`config.mk`:
```
export PLATFORM = sky130hd
export DESIGN_NAME = lru_slot_cache_with_pinning
export DESIGN_NICKNAME = d
export VERILOG_FILES = /design/src/hw/rtl/lsc_pkg.sv /design/src/hw/rtl/lru_slot_cache_with_pinning.sv /design/src/hw/rtl/lsc_cell.sv
export SDC_FILE = /design/constraint.sdc
export NUM_CORES = 1
export LEC_CHECK = 0
export BUFFER_PORTS_ARGS = -buffer_cell sky130_fd_sc_hd__buf_2
export CORE_MARGIN = 2
export CORE_UTILIZATION = 41
export DETAILED_ROUTE_END_ITERATION = 7
export PLACE_DENSITY_LB_ADDON = 0.12
export SYNTH_ARGS = -nofsm -noshare
export SYNTH_HDL_FRONTEND = slang
export SYNTH_SLANG_ARGS = --single-unit
```
`constraint.sdc`:
```
create_clock -name i_clk -period 4.4 [get_ports i_clk]
set_input_delay 0.88 -clock i_clk [delete_from_list [all_inputs] [get_ports i_clk]]
set_output_delay 0.88 -clock i_clk [all_outputs]
set_load 0.02 [all_outputs]
```
`src/hw/rtl/lsc_pkg.sv`:
```
// shared types for the lru slot cache with pinning
`default_nettype none

package lsc_pkg;

    localparam int unsigned SIZE_W  = 17;
    localparam int unsigned RID_W   = 16;
    localparam int unsigned IDX_W   = 4;
    localparam int unsigned MASK_W  = 16;

    localparam logic FUNC_ALLOC = 1'b0;
    localparam logic FUNC_TOUCH = 1'b1;

    localparam logic [SIZE_W-1:0] SLOT_BYTES_RST = 17'd4096;

    typedef struct packed {
        logic              func;
        logic [SIZE_W-1:0] request_size;
        logic [RID_W-1:0]  resource_id;
        logic [IDX_W-1:0]  slot_index;
        logic [MASK_W-1:0] locked_mask;
    } t_req;

    typedef struct packed {
        logic             ok;
        logic [IDX_W-1:0] granted_slot;
        logic             evicted;
        logic [RID_W-1:0] evicted_id;
    } t_res;

    typedef struct packed {
        logic              act;
        logic              touch;
        logic [RID_W-1:0]  rid;
        logic [MASK_W-1:0] mask;
        logic [IDX_W-1:0]  tidx;
    } t_cmd;

endpackage

`default_nettype wire

```
`src/hw/rtl/lru_slot_cache_with_pinning.sv`:
```
// top level: request latch, row of recency cells, result register
`default_nettype none

// Slot cache with least-recently-used replacement that skips locked slots.
// A word is taken when i_start is high and o_busy is low; o_busy then goes
// high while the hit flag ripples once along the row of recency cells, and no
// new word is taken until o_busy falls. The result appears on o_res for
// exactly one cycle with o_done high and cannot be held off, so it must be
// captured then. Slot state is ready straight out of reset with no clearing
// pass; i_cfg_we writes the slot size and should only be used while the block
// is idle.

module lru_slot_cache_with_pinning
    import lsc_pkg::*;
#(
    parameter int unsigned SLOTS   = 16,
    parameter int unsigned ID_BITS = 16
) (
    input  wire logic              i_clk,
    input  wire logic              i_rst_n,
    input  wire logic              i_start,
    output logic                   o_busy,
    input  wire t_req              i_req,
    output logic                   o_done,
    output t_res                   o_res,
    input  wire logic              i_cfg_we,
    input  wire logic [SIZE_W-1:0] i_cfg_data
);

    localparam int unsigned SW = $clog2(SLOTS);

    logic [SIZE_W-1:0] r_slot_bytes;
    logic              r_busy;
    t_req              r_req;
    logic              r_done;
    t_res              r_res, n_res;

    t_cmd               cmd;
    logic               in_range;
    logic               fits;
    logic [SLOTS:0]     hit;
    logic [SLOTS-1:0]   sel;
    logic [SW-1:0]      slot_q  [SLOTS];
    logic               valid_q [SLOTS];
    logic [ID_BITS-1:0] owner_q [SLOTS];
    logic [SW-1:0]      prev_slot  [SLOTS];
    logic               prev_valid [SLOTS];
    logic [ID_BITS-1:0] prev_owner [SLOTS];
    logic [SW-1:0]      sel_slot;
    logic               sel_valid;
    logic [ID_BITS-1:0] sel_owner;

    always_comb begin
        in_range  = (32'(r_req.slot_index) < SLOTS);
        fits      = (r_req.request_size <= r_slot_bytes);
        cmd.act   = r_busy && ((r_req.func == FUNC_TOUCH) ? in_range : fits);
        cmd.touch = (r_req.func == FUNC_TOUCH);
        cmd.rid   = r_req.resource_id;
        cmd.mask  = r_req.locked_mask;
        cmd.tidx  = r_req.slot_index;
    end

    assign hit[SLOTS] = 1'b0;

    for (genvar p = 0; p < SLOTS; p++) begin : g_cell
        if (p == 0) begin : g_head
            assign prev_slot[p]  = sel_slot;
            assign prev_valid[p] = sel_valid;
            assign prev_owner[p] = sel_owner;
        end else begin : g_body
            assign prev_slot[p]  = slot_q[p-1];
            assign prev_valid[p] = valid_q[p-1];
            assign prev_owner[p] = owner_q[p-1];
        end

        lsc_cell #(
            .SW      (SW),
            .ID_BITS (ID_BITS),
            .POS     (p)
        ) u_cell (
            .i_clk        (i_clk),
            .i_rst_n      (i_rst_n),
            .i_cmd        (cmd),
            .i_hit        (hit[p+1]),
            .o_hit        (hit[p]),
            .o_sel        (sel[p]),
            .i_prev_slot  (prev_slot[p]),
            .i_prev_valid (prev_valid[p]),
            .i_prev_owner (prev_owner[p]),
            .o_slot       (slot_q[p]),
            .o_valid      (valid_q[p]),
            .o_owner      (owner_q[p])
        );
    end

    // selected cell is one-hot, so an or across the row reads it out
    always_comb begin
        sel_slot  = '0;
        sel_valid = 1'b0;
        sel_owner = '0;
        for (int p = 0; p < SLOTS; p++) begin
            sel_slot  = sel_slot  | (slot_q[p]  & {SW{sel[p]}});
            sel_valid = sel_valid | (valid_q[p] & sel[p]);
            sel_owner = sel_owner | (owner_q[p] & {ID_BITS{sel[p]}});
        end
    end

    always_comb begin
        n_res = '0;
        if (r_req.func == FUNC_TOUCH) begin
            if (in_range) begin
                n_res.ok           = 1'b1;
                n_res.granted_slot = r_req.slot_index;
            end
        end else if (hit[0]) begin
            n_res.ok           = 1'b1;
            n_res.granted_slot = IDX_W'(sel_slot);
            n_res.evicted      = sel_valid;
            n_res.evicted_id   = sel_valid ? RID_W'(sel_owner) : '0;
        end
    end

    always_ff @(posedge i_clk) begin
        if (!i_rst_n) begin
            r_slot_bytes <= SLOT_BYTES_RST;
            r_busy       <= 1'b0;
            r_done       <= 1'b0;
        end else begin
            if (i_cfg_we) begin
                r_slot_bytes <= i_cfg_data;
            end
            r_busy <= i_start && !r_busy;
            r_done <= r_busy;
        end
        if (i_start && !r_busy) begin
            r_req <= i_req;
        end
        if (r_busy) begin
            r_res <= n_res;
        end
    end

    assign o_busy = r_busy;
    assign o_done = r_done;
    assign o_res  = r_res;

endmodule

`default_nettype wire

```
`src/hw/rtl/lsc_cell.sv`:
```
// one recency position: slot number, valid bit and owner, shifting toward the tail on a touch
`default_nettype none

module lsc_cell
    import lsc_pkg::*;
#(
    parameter int unsigned SW      = 4,
    parameter int unsigned ID_BITS = 16,
    parameter int unsigned POS     = 0
) (
    input  wire logic               i_clk,
    input  wire logic               i_rst_n,
    input  wire t_cmd               i_cmd,
    input  wire logic               i_hit,
    output logic                    o_hit,
    output logic                    o_sel,
    input  wire logic [SW-1:0]      i_prev_slot,
    input  wire logic               i_prev_valid,
    input  wire logic [ID_BITS-1:0] i_prev_owner,
    output logic [SW-1:0]           o_slot,
    output logic                    o_valid,
    output logic [ID_BITS-1:0]      o_owner
);

    localparam int unsigned XW = SW + 5;

    logic [SW-1:0]      r_slot,  n_slot;
    logic               r_valid, n_valid;
    logic [ID_BITS-1:0] r_owner, n_owner;

    logic [XW-1:0] slot_x;
    logic          locked;
    logic          match;
    logic          cand;
    logic          here;

    always_comb begin
        slot_x = XW'(r_slot);
        locked = ((slot_x >> 4) == '0) && i_cmd.mask[slot_x[3:0]];
        match  = (slot_x == XW'(i_cmd.tidx));
        cand   = !r_valid || !locked;
        here   = i_cmd.act && (i_cmd.touch ? match : cand);
        o_hit  = i_hit || here;
        o_sel  = here && !i_hit;

        n_slot  = r_slot;
        n_valid = r_valid;
        n_owner = r_owner;
        if (i_cmd.act) begin
            if (i_cmd.touch) begin
                if (i_hit || here) begin
                    n_slot  = i_prev_slot;
                    n_valid = i_prev_valid;
                    n_owner = i_prev_owner;
                end
            end else if (o_sel) begin
                n_valid = 1'b1;
                n_owner = ID_BITS'(i_cmd.rid);
            end
        end
    end

    always_ff @(posedge i_clk) begin
        if (!i_rst_n) begin
            r_slot  <= SW'(POS);
            r_valid <= 1'b0;
        end else begin
            r_slot  <= n_slot;
            r_valid <= n_valid;
        end
        r_owner <= n_owner;
    end

    assign o_slot  = r_slot;
    assign o_valid = r_valid;
    assign o_owner = r_owner;

endmodule

`default_nettype wire

```
==> flow_metrics.env, run 1 <==
export IMPL_syn_area_um2=22600
export IMPL_chipWidth_um=239
export IMPL_synthFlopType="edfxtp_1"
export IMPL_utilization_pct=46.8
export IMPL_antenna_found_initial=1
export IMPL_path_clk_slew_ns=0.06
export IMPL_avgSynthCellArea_um2=10.5
export IMPL_insertion_delay_ns=0.64
export IMPL_synth_edf_count=332
export IMPL_min_period_ns=4.20
export IMPL_grt_pass1_wl_um=112000
export IMPL_required_ns=4.89
export IMPL_power_density_nw_per_um2=383
export IMPL_h_tree_depth=2
export IMPL_io_pins=99
export IMPL_clock_sinks=431
export IMPL_ir_drop_v=0.000276
export IMPL_startpoint_type="flip-flop"
export IMPL_p_leak_nw=10.3
export IMPL_seq_area_um2=12000
export IMPL_fin_crit_sh_pct=95.4
export IMPL_floorplan_initialDensity_pct=41.3
export IMPL_port_buffers=98
export IMPL_fmaxAchievable_mhz=238
export IMPL_fp_dieH_um=239
export IMPL_crit_start="cmd[15]"
export IMPL_crit_path_end_kind="flip-flop"
export IMPL_status="complete, no violations"
export IMPL_worstMarginPinSlew_ns=1.05
export IMPL_overflow=0
export IMPL_setup_viol=0
export IMPL_grt_max_degree=87
export IMPL_hold_viol=0
export IMPL_syn_num_nets=2251
export IMPL_vias=17845
export IMPL_area_growth_pct=13.4
export IMPL_ant_nets=0
export IMPL_cts_max_path_buffers=3
export IMPL_arrival_ns=4.69
export IMPL_yosys_top_cells_area="edfxtp_1 (44%), nand2_1 (9.7%), dfxtp_1 (8.8%)"
export IMPL_first_global_vias=17190
export IMPL_drv_slew=0
export IMPL_rsz0062_at_grt="false"
export IMPL_holdBufCountCts=0
export IMPL_drc=0
export IMPL_yosys_area_top_type="edfxtp_1"
export IMPL_dpl_cell_area_um2=24100
export IMPL_multi_input_area_um2=9780
export IMPL_ys_types=96
export IMPL_fillCellCount=5137
export IMPL_hold_path_class="in2reg"
export IMPL_cts_root_buf="clkbuf_16"
export IMPL_worstSetupPathType="reg2reg"
export IMPL_maxCapViolCount=0
export IMPL_max_slew_margin_pct=30.1
export IMPL_cp_max_fo=15
export IMPL_async_flop_share_pct=0
export IMPL_finalWirelength_um=74200
export IMPL_drt_initial_drc_count=1868
export IMPL_ys_seq_elements=431
export IMPL_ys_seq_area_share_pct=52.8
export IMPL_wl_per_cell_um=24.8
export IMPL_numCtsBuffers=49
export IMPL_regToRegStartpoint="cmd[15]"
export IMPL_rows=86
export IMPL_hold_start="i_req[50]"
export IMPL_ys_warn_count=0
export IMPL_dr_pass1_iters=8
export IMPL_drive_gt1_share_pct=16.7
export IMPL_core_um2=54900
export IMPL_insertedDiodeCount=0
export IMPL_syn_inst=2159
export IMPL_track_usage_pct=26.0
export IMPL_skew_ns=0.0417
export IMPL_drt_vias_per_instance=5.98
export IMPL_design_area_um2=25700
export IMPL_dieArea_um2=57100
export IMPL_netlist_area_leader_share_pct=44.0
export IMPL_cts_tree="done"
export IMPL_gp_congestion=0.881
export IMPL_fin_nets=2335
export IMPL_dpl_hpwl_um=50800
[sequential cells by signal, indices dropped and copies added (netlist names)]
name and flops:
g_cell.u_cell.o_owner 256, o_done 1, g_cell.u_cell.o_valid 16, g_cell.u_cell.o_slot 64
r_slot_bytes 17, cmd 37, o_res 22, o_busy 1
r_req 17
[per-stage QoR]
stage	hold WS [ns]	instances	setup slack (ns)	total power, mW	setup TNS, ns
floorplan	0.460	2159	0.248	5.50	0
global placement	0.476	2894	-0.0609	5.94	-0.0767
detailed placement	0.481	2894	-0.0757	5.95	-0.0960
CTS	0.397	2984	0.0127	9.88	0
global route	0.414	2986	0.0432	10.1	0
finish	0.417	2986	0.202	9.83	0
[cells by family after synthesis]
logic type,after synthesis,share of synthesized area [%]
xor+xnor,64,2.47
simple gates,885,17.1
flops,431,52.8
compound gates,381,13.6
mux,155,8.79
fa+ha+maj,17,0.939
buf+inv,226,4.33
[cells in the mapped netlist, drive strengths merged (18+ instances only)]
library cell / count
dfxtp: 99
mux4: 34
nand2: 589
a32oi: 21
and2: 18
nor2b: 18
buf: 69
xor2: 48
edfxtp: 332
nand4: 27
a221oi: 25
inv: 48
clkbuf: 109
a22oi: 62
a22o: 23
o21ai: 42
mux2i: 110
nand3: 41
and3: 24
nor2: 96
a21oi: 39
[where the power goes]
part	switching, mW	internal, mW
Combinational	0.716	0.409
Clock	1.81	2.14
Sequential	0.155	4.61
[final timing paths]
path | endpoint | slack, ns | cells after the start
hold / removal | r_req[50] | 0.42 | 1
setup reg to reg | o_res[2] | 0.20 | 12
setup / recovery | o_res[2] | 0.20 | 12
hold reg to reg | r_slot_bytes[8] | 0.49 | 2
[layout make-up]
class,instances,share of cell area [%]
Tap cell,704,3.43
Multi-Input combinational cell,1502,38.1
Timing Repair Buffer,211,5.36
Clock buffer,62,4.96
Sequential cell,431,46.5
Inverter,48,0.701
Clock inverter,28,0.930
[cell usage in the layout (no fill, tap or decap), types with 17 or more instances in the layout]
| cell type | count |
|---|---|
| a21oi_1 | 35 |
| a221oi_1 | 21 |
| a22o_1 | 23 |
| a22oi_1 | 62 |
| a32oi_1 | 21 |
| and2_1 | 18 |
| and3_1 | 21 |
| buf_2 | 98 |
| buf_4 | 110 |
| clkbuf_16 | 49 |
| dfxtp_1 | 97 |
| edfxtp_1 | 332 |
| ha_1 | 17 |
| inv_1 | 45 |
| mux2i_1 | 110 |
| mux4_2 | 34 |
| nand2_1 | 588 |
| nand3_1 | 41 |
| nand4_1 | 26 |
| nor2_1 | 93 |
| nor2b_1 | 17 |
| o21ai_0 | 34 |
| xor2_1 | 48 |
[critical path, cell delays in order, from the launching register on]
cell and delay, ns:
edfxtp_1 0.36, buf_4 0.25, mux2_1 0.17, o221ai_1 0.17, o31a_1 0.40, a21oi_4 0.28, nand4_2 0.31, or4_1 0.84
nor2b_1 0.30, a221oi_1 0.13, a211o_2 0.37, inv_2 0.29, and2_1 0.19
[layer usage]
layer	GRT usage, %	up-vias	wire length [µm]
li1	-	8079	-
met1	38.2	8862	33400
met2	40.9	795	33700
met3	2.85	109	5320
met4	7.25	0	1770
met5	0	-	0
[timing repair]
action,CTS,global route
buffers inserted,0,2
gates resized for setup,1,9
endpoints found under the setup margin,2,26
No activity file was read; power rests on OpenSTA's default activity.
==> inputs of run 2 (changes only) <==
- ABC_AREA: default -> 1
==> flow_metrics.env, run 2 <==
export IMPL_yosys_area_top_type="edfxtp_1"
export IMPL_path_cells="inv_1 > nand2_1 > nand3_1 > nand3_1 > nand3_1 > nand2_1 > nand2_1 > nand2_1 > nand4_1 > clkinv_1 > buf_4 > a21oi_1 > nand2_1 > nor2_1 > nand3_1 > nor2_1 > nand3_1 > nor2_1 > nand3_1 > nor2_1 > nand3_1 > nand2_1 > nand2_1"
export IMPL_layout_commonest_cell="nand2_1"
export IMPL_cts_root_buf="clkbuf_16"
export IMPL_dpl_hpwl_um=46800
export IMPL_synth_common_cells="nand2_1 (641), nand3_1 (361), inv_1 (340), edfxtp_1 (332), nor2_1 (304)"
export IMPL_numCtsBuffers=50
export IMPL_overflow=0
export IMPL_port_buffers=98
export IMPL_cp_max_fo=17
export IMPL_maxCapViolCount=0
export IMPL_crit_path_end_kind="flip-flop"
export IMPL_hold_viol=0
export IMPL_met2_usage_pct=35.8
export IMPL_dieArea_um2=58900
export IMPL_use_met1_pct=31.8
export IMPL_largest_register_ffs=256
export IMPL_ir_drop_v=0.000334
export IMPL_crit_family="simple AND/OR/NAND/NOR gates"
export IMPL_synthFlopType="edfxtp_1"
export IMPL_fin_nets=3082
export IMPL_cts_tree="done"
export IMPL_grt_busiest_layer="met2"
export IMPL_syn_inst=2950
export IMPL_ys_seq_elements=431
export IMPL_ys_seq_area_share_pct=51.1
export IMPL_ys_warn_count=0
export IMPL_drt_vias_per_instance=5.33
export IMPL_fp_dieH_um=243
export IMPL_fmaxAchievable_mhz=247
export IMPL_grt_pass1_wl_um=107000
export IMPL_drv_slew=0
export IMPL_fin_cells=3784
export IMPL_syn_num_nets=3042
export IMPL_rows=87
export IMPL_cpPeakStageDelay_ns=0.61
export IMPL_track_usage_pct=22.6
export IMPL_worstSetupPathType="reg2reg"
export IMPL_first_global_vias=19318
export IMPL_status="complete, no violations"
export IMPL_drive_gt1_share_pct=8.98
export IMPL_ant_nets=0
export IMPL_floorplan_initialDensity_pct=41.5
export IMPL_clock_sinks=431
export IMPL_insertion_delay_ns=0.62
export IMPL_required_ns=4.73
export IMPL_holdBufCountCts=0
export IMPL_dr_pass1_iters=6
export IMPL_io_pins=99
export IMPL_worstMarginPinSlew_ns=1.24
export IMPL_power_density_nw_per_um2=428
export IMPL_antenna_found_initial=0
export IMPL_hold_path_class="in2reg"
export IMPL_arrival_ns=4.39
export IMPL_cpMaxStageDelayCell="inv_1"
export IMPL_core_um2=56400
export IMPL_place_inst=3693
export IMPL_drt_initial_drc_count=1974
export IMPL_fin_crit_sh_pct=92.1
export IMPL_grt_max_degree=78
export IMPL_synth_edf_count=332
export IMPL_insertedDiodeCount=0
export IMPL_h_tree_depth=2
export IMPL_rsz0062_at_grt="false"
export IMPL_netlist_area_leader_share_pct=42.6
export IMPL_area_growth_pct=12.1
export IMPL_tns_ns=0
export IMPL_async_flop_share_pct=0
export IMPL_gp_congestion=0.893
export IMPL_startpoint_type="flip-flop"
export IMPL_skew_ns=0.0289
export IMPL_syn_area_um2=23400
export IMPL_crit_buf_inv=3
export IMPL_max_slew_margin_pct=16.9
export IMPL_cts_max_path_buffers=3
export IMPL_path_clk_slew_ns=0.06
export IMPL_power_mw=11.2
export IMPL_drc=0
export IMPL_chipWidth_um=243
export IMPL_ys_types=42
export IMPL_p_leak_nw=11.9
export IMPL_vias=20179
export IMPL_yosysMostFrequentCell="nand2_1"
export IMPL_yosys_top_cells_area="edfxtp_1 (43%), nand2_1 (10%), dfxtp_1 (8.5%)"
export IMPL_setup_viol=0
export IMPL_avgSynthCellArea_um2=7.92
export IMPL_finalWirelength_um=67800
export IMPL_final_cell_mix="nand2_1 (640), nand3_1 (361), inv_1 (339)"
export IMPL_grtUsageMet3_pct=3.93
export IMPL_wl_per_cell_um=17.9
export IMPL_min_period_ns=4.05
[run 2: changes by cell type after synthesis, sizes merged, moves of 55 or more]
cell   delta
o21ai   +231
inv     +305
nand3   +326
a22oi    -62
nand2    +55
a21oi   +150
nor2    +213
mux2i   -110
[run 2: final timing paths]
kind                                       from                          end  slack [ns]  cells past startpoint
worst max register to register          cmd[18]  g_cell[0].u_cell.o_owner[7]        0.35                     23
worst min register to register  r_slot_bytes[7]              r_slot_bytes[7]        0.46                      2
worst min-delay path                  i_req[45]                    r_req[45]        0.44                      1
worst max-delay path                    cmd[18]  g_cell[0].u_cell.o_owner[7]        0.35                     23
[run 2: routing by layer]
metal	vias to the layer above	part of all wire [%]
met3	127	7.3
met4	0	2.4
met2	728	44
li1	9952	-
met1	9372	46
met5	-	0
[run 2: cell type report]
class | instances | area (µm²)
fill | 5659 | 30200
clock buffer | 68 | 1360
multi-input combinational | 1987 | 9410
timing repair buffer | 163 | 1000
sequential | 431 | 12000
tap | 756 | 946
clock inverter | 22 | 199
inverter | 357 | 1350
[run 2: timing repair]
| action | CTS | global route |
|---|---|---|
| pin swaps | 0 | 1 |
| resized for setup | 1 | 6 |
| endpoints found under the setup margin | 11 | 34 |
| setup buffers | 0 | 1 |
[run 2: kinds of logic after synthesis]
| kind of cell | share of synthesized area, % |
|---|---|
| simple gates | 25.6 |
| flops | 51.1 |
| buf+inv | 8.88 |
| fa+ha+maj | 0.910 |
| compound gates | 11.9 |
| xor+xnor | 1.57 |
[run 2: report_power, final]
part	switching [mW]	internal, mW
combinational	1.32	0.536
sequential	0.271	5.02
clock	1.73	2.34
[run 2: through the flow]
step / hold slack [ns] / utilization (%) / area [µm²] / worst slack [ns]
6_report: 0.443 / 46.5 / 26200 / 0.348
5_1_grt: 0.413 / 46.5 / 26200 / 0.0175
4_1_cts: 0.412 / 46.4 / 26200 / 0.230
3_5_place_dp: 0.454 / 43.7 / 24600 / -0.0940
3_3_place_gp: 0.448 / 43.7 / 24600 / -0.00672
2_1_floorplan: 0.440 / - / 23400 / 0.728
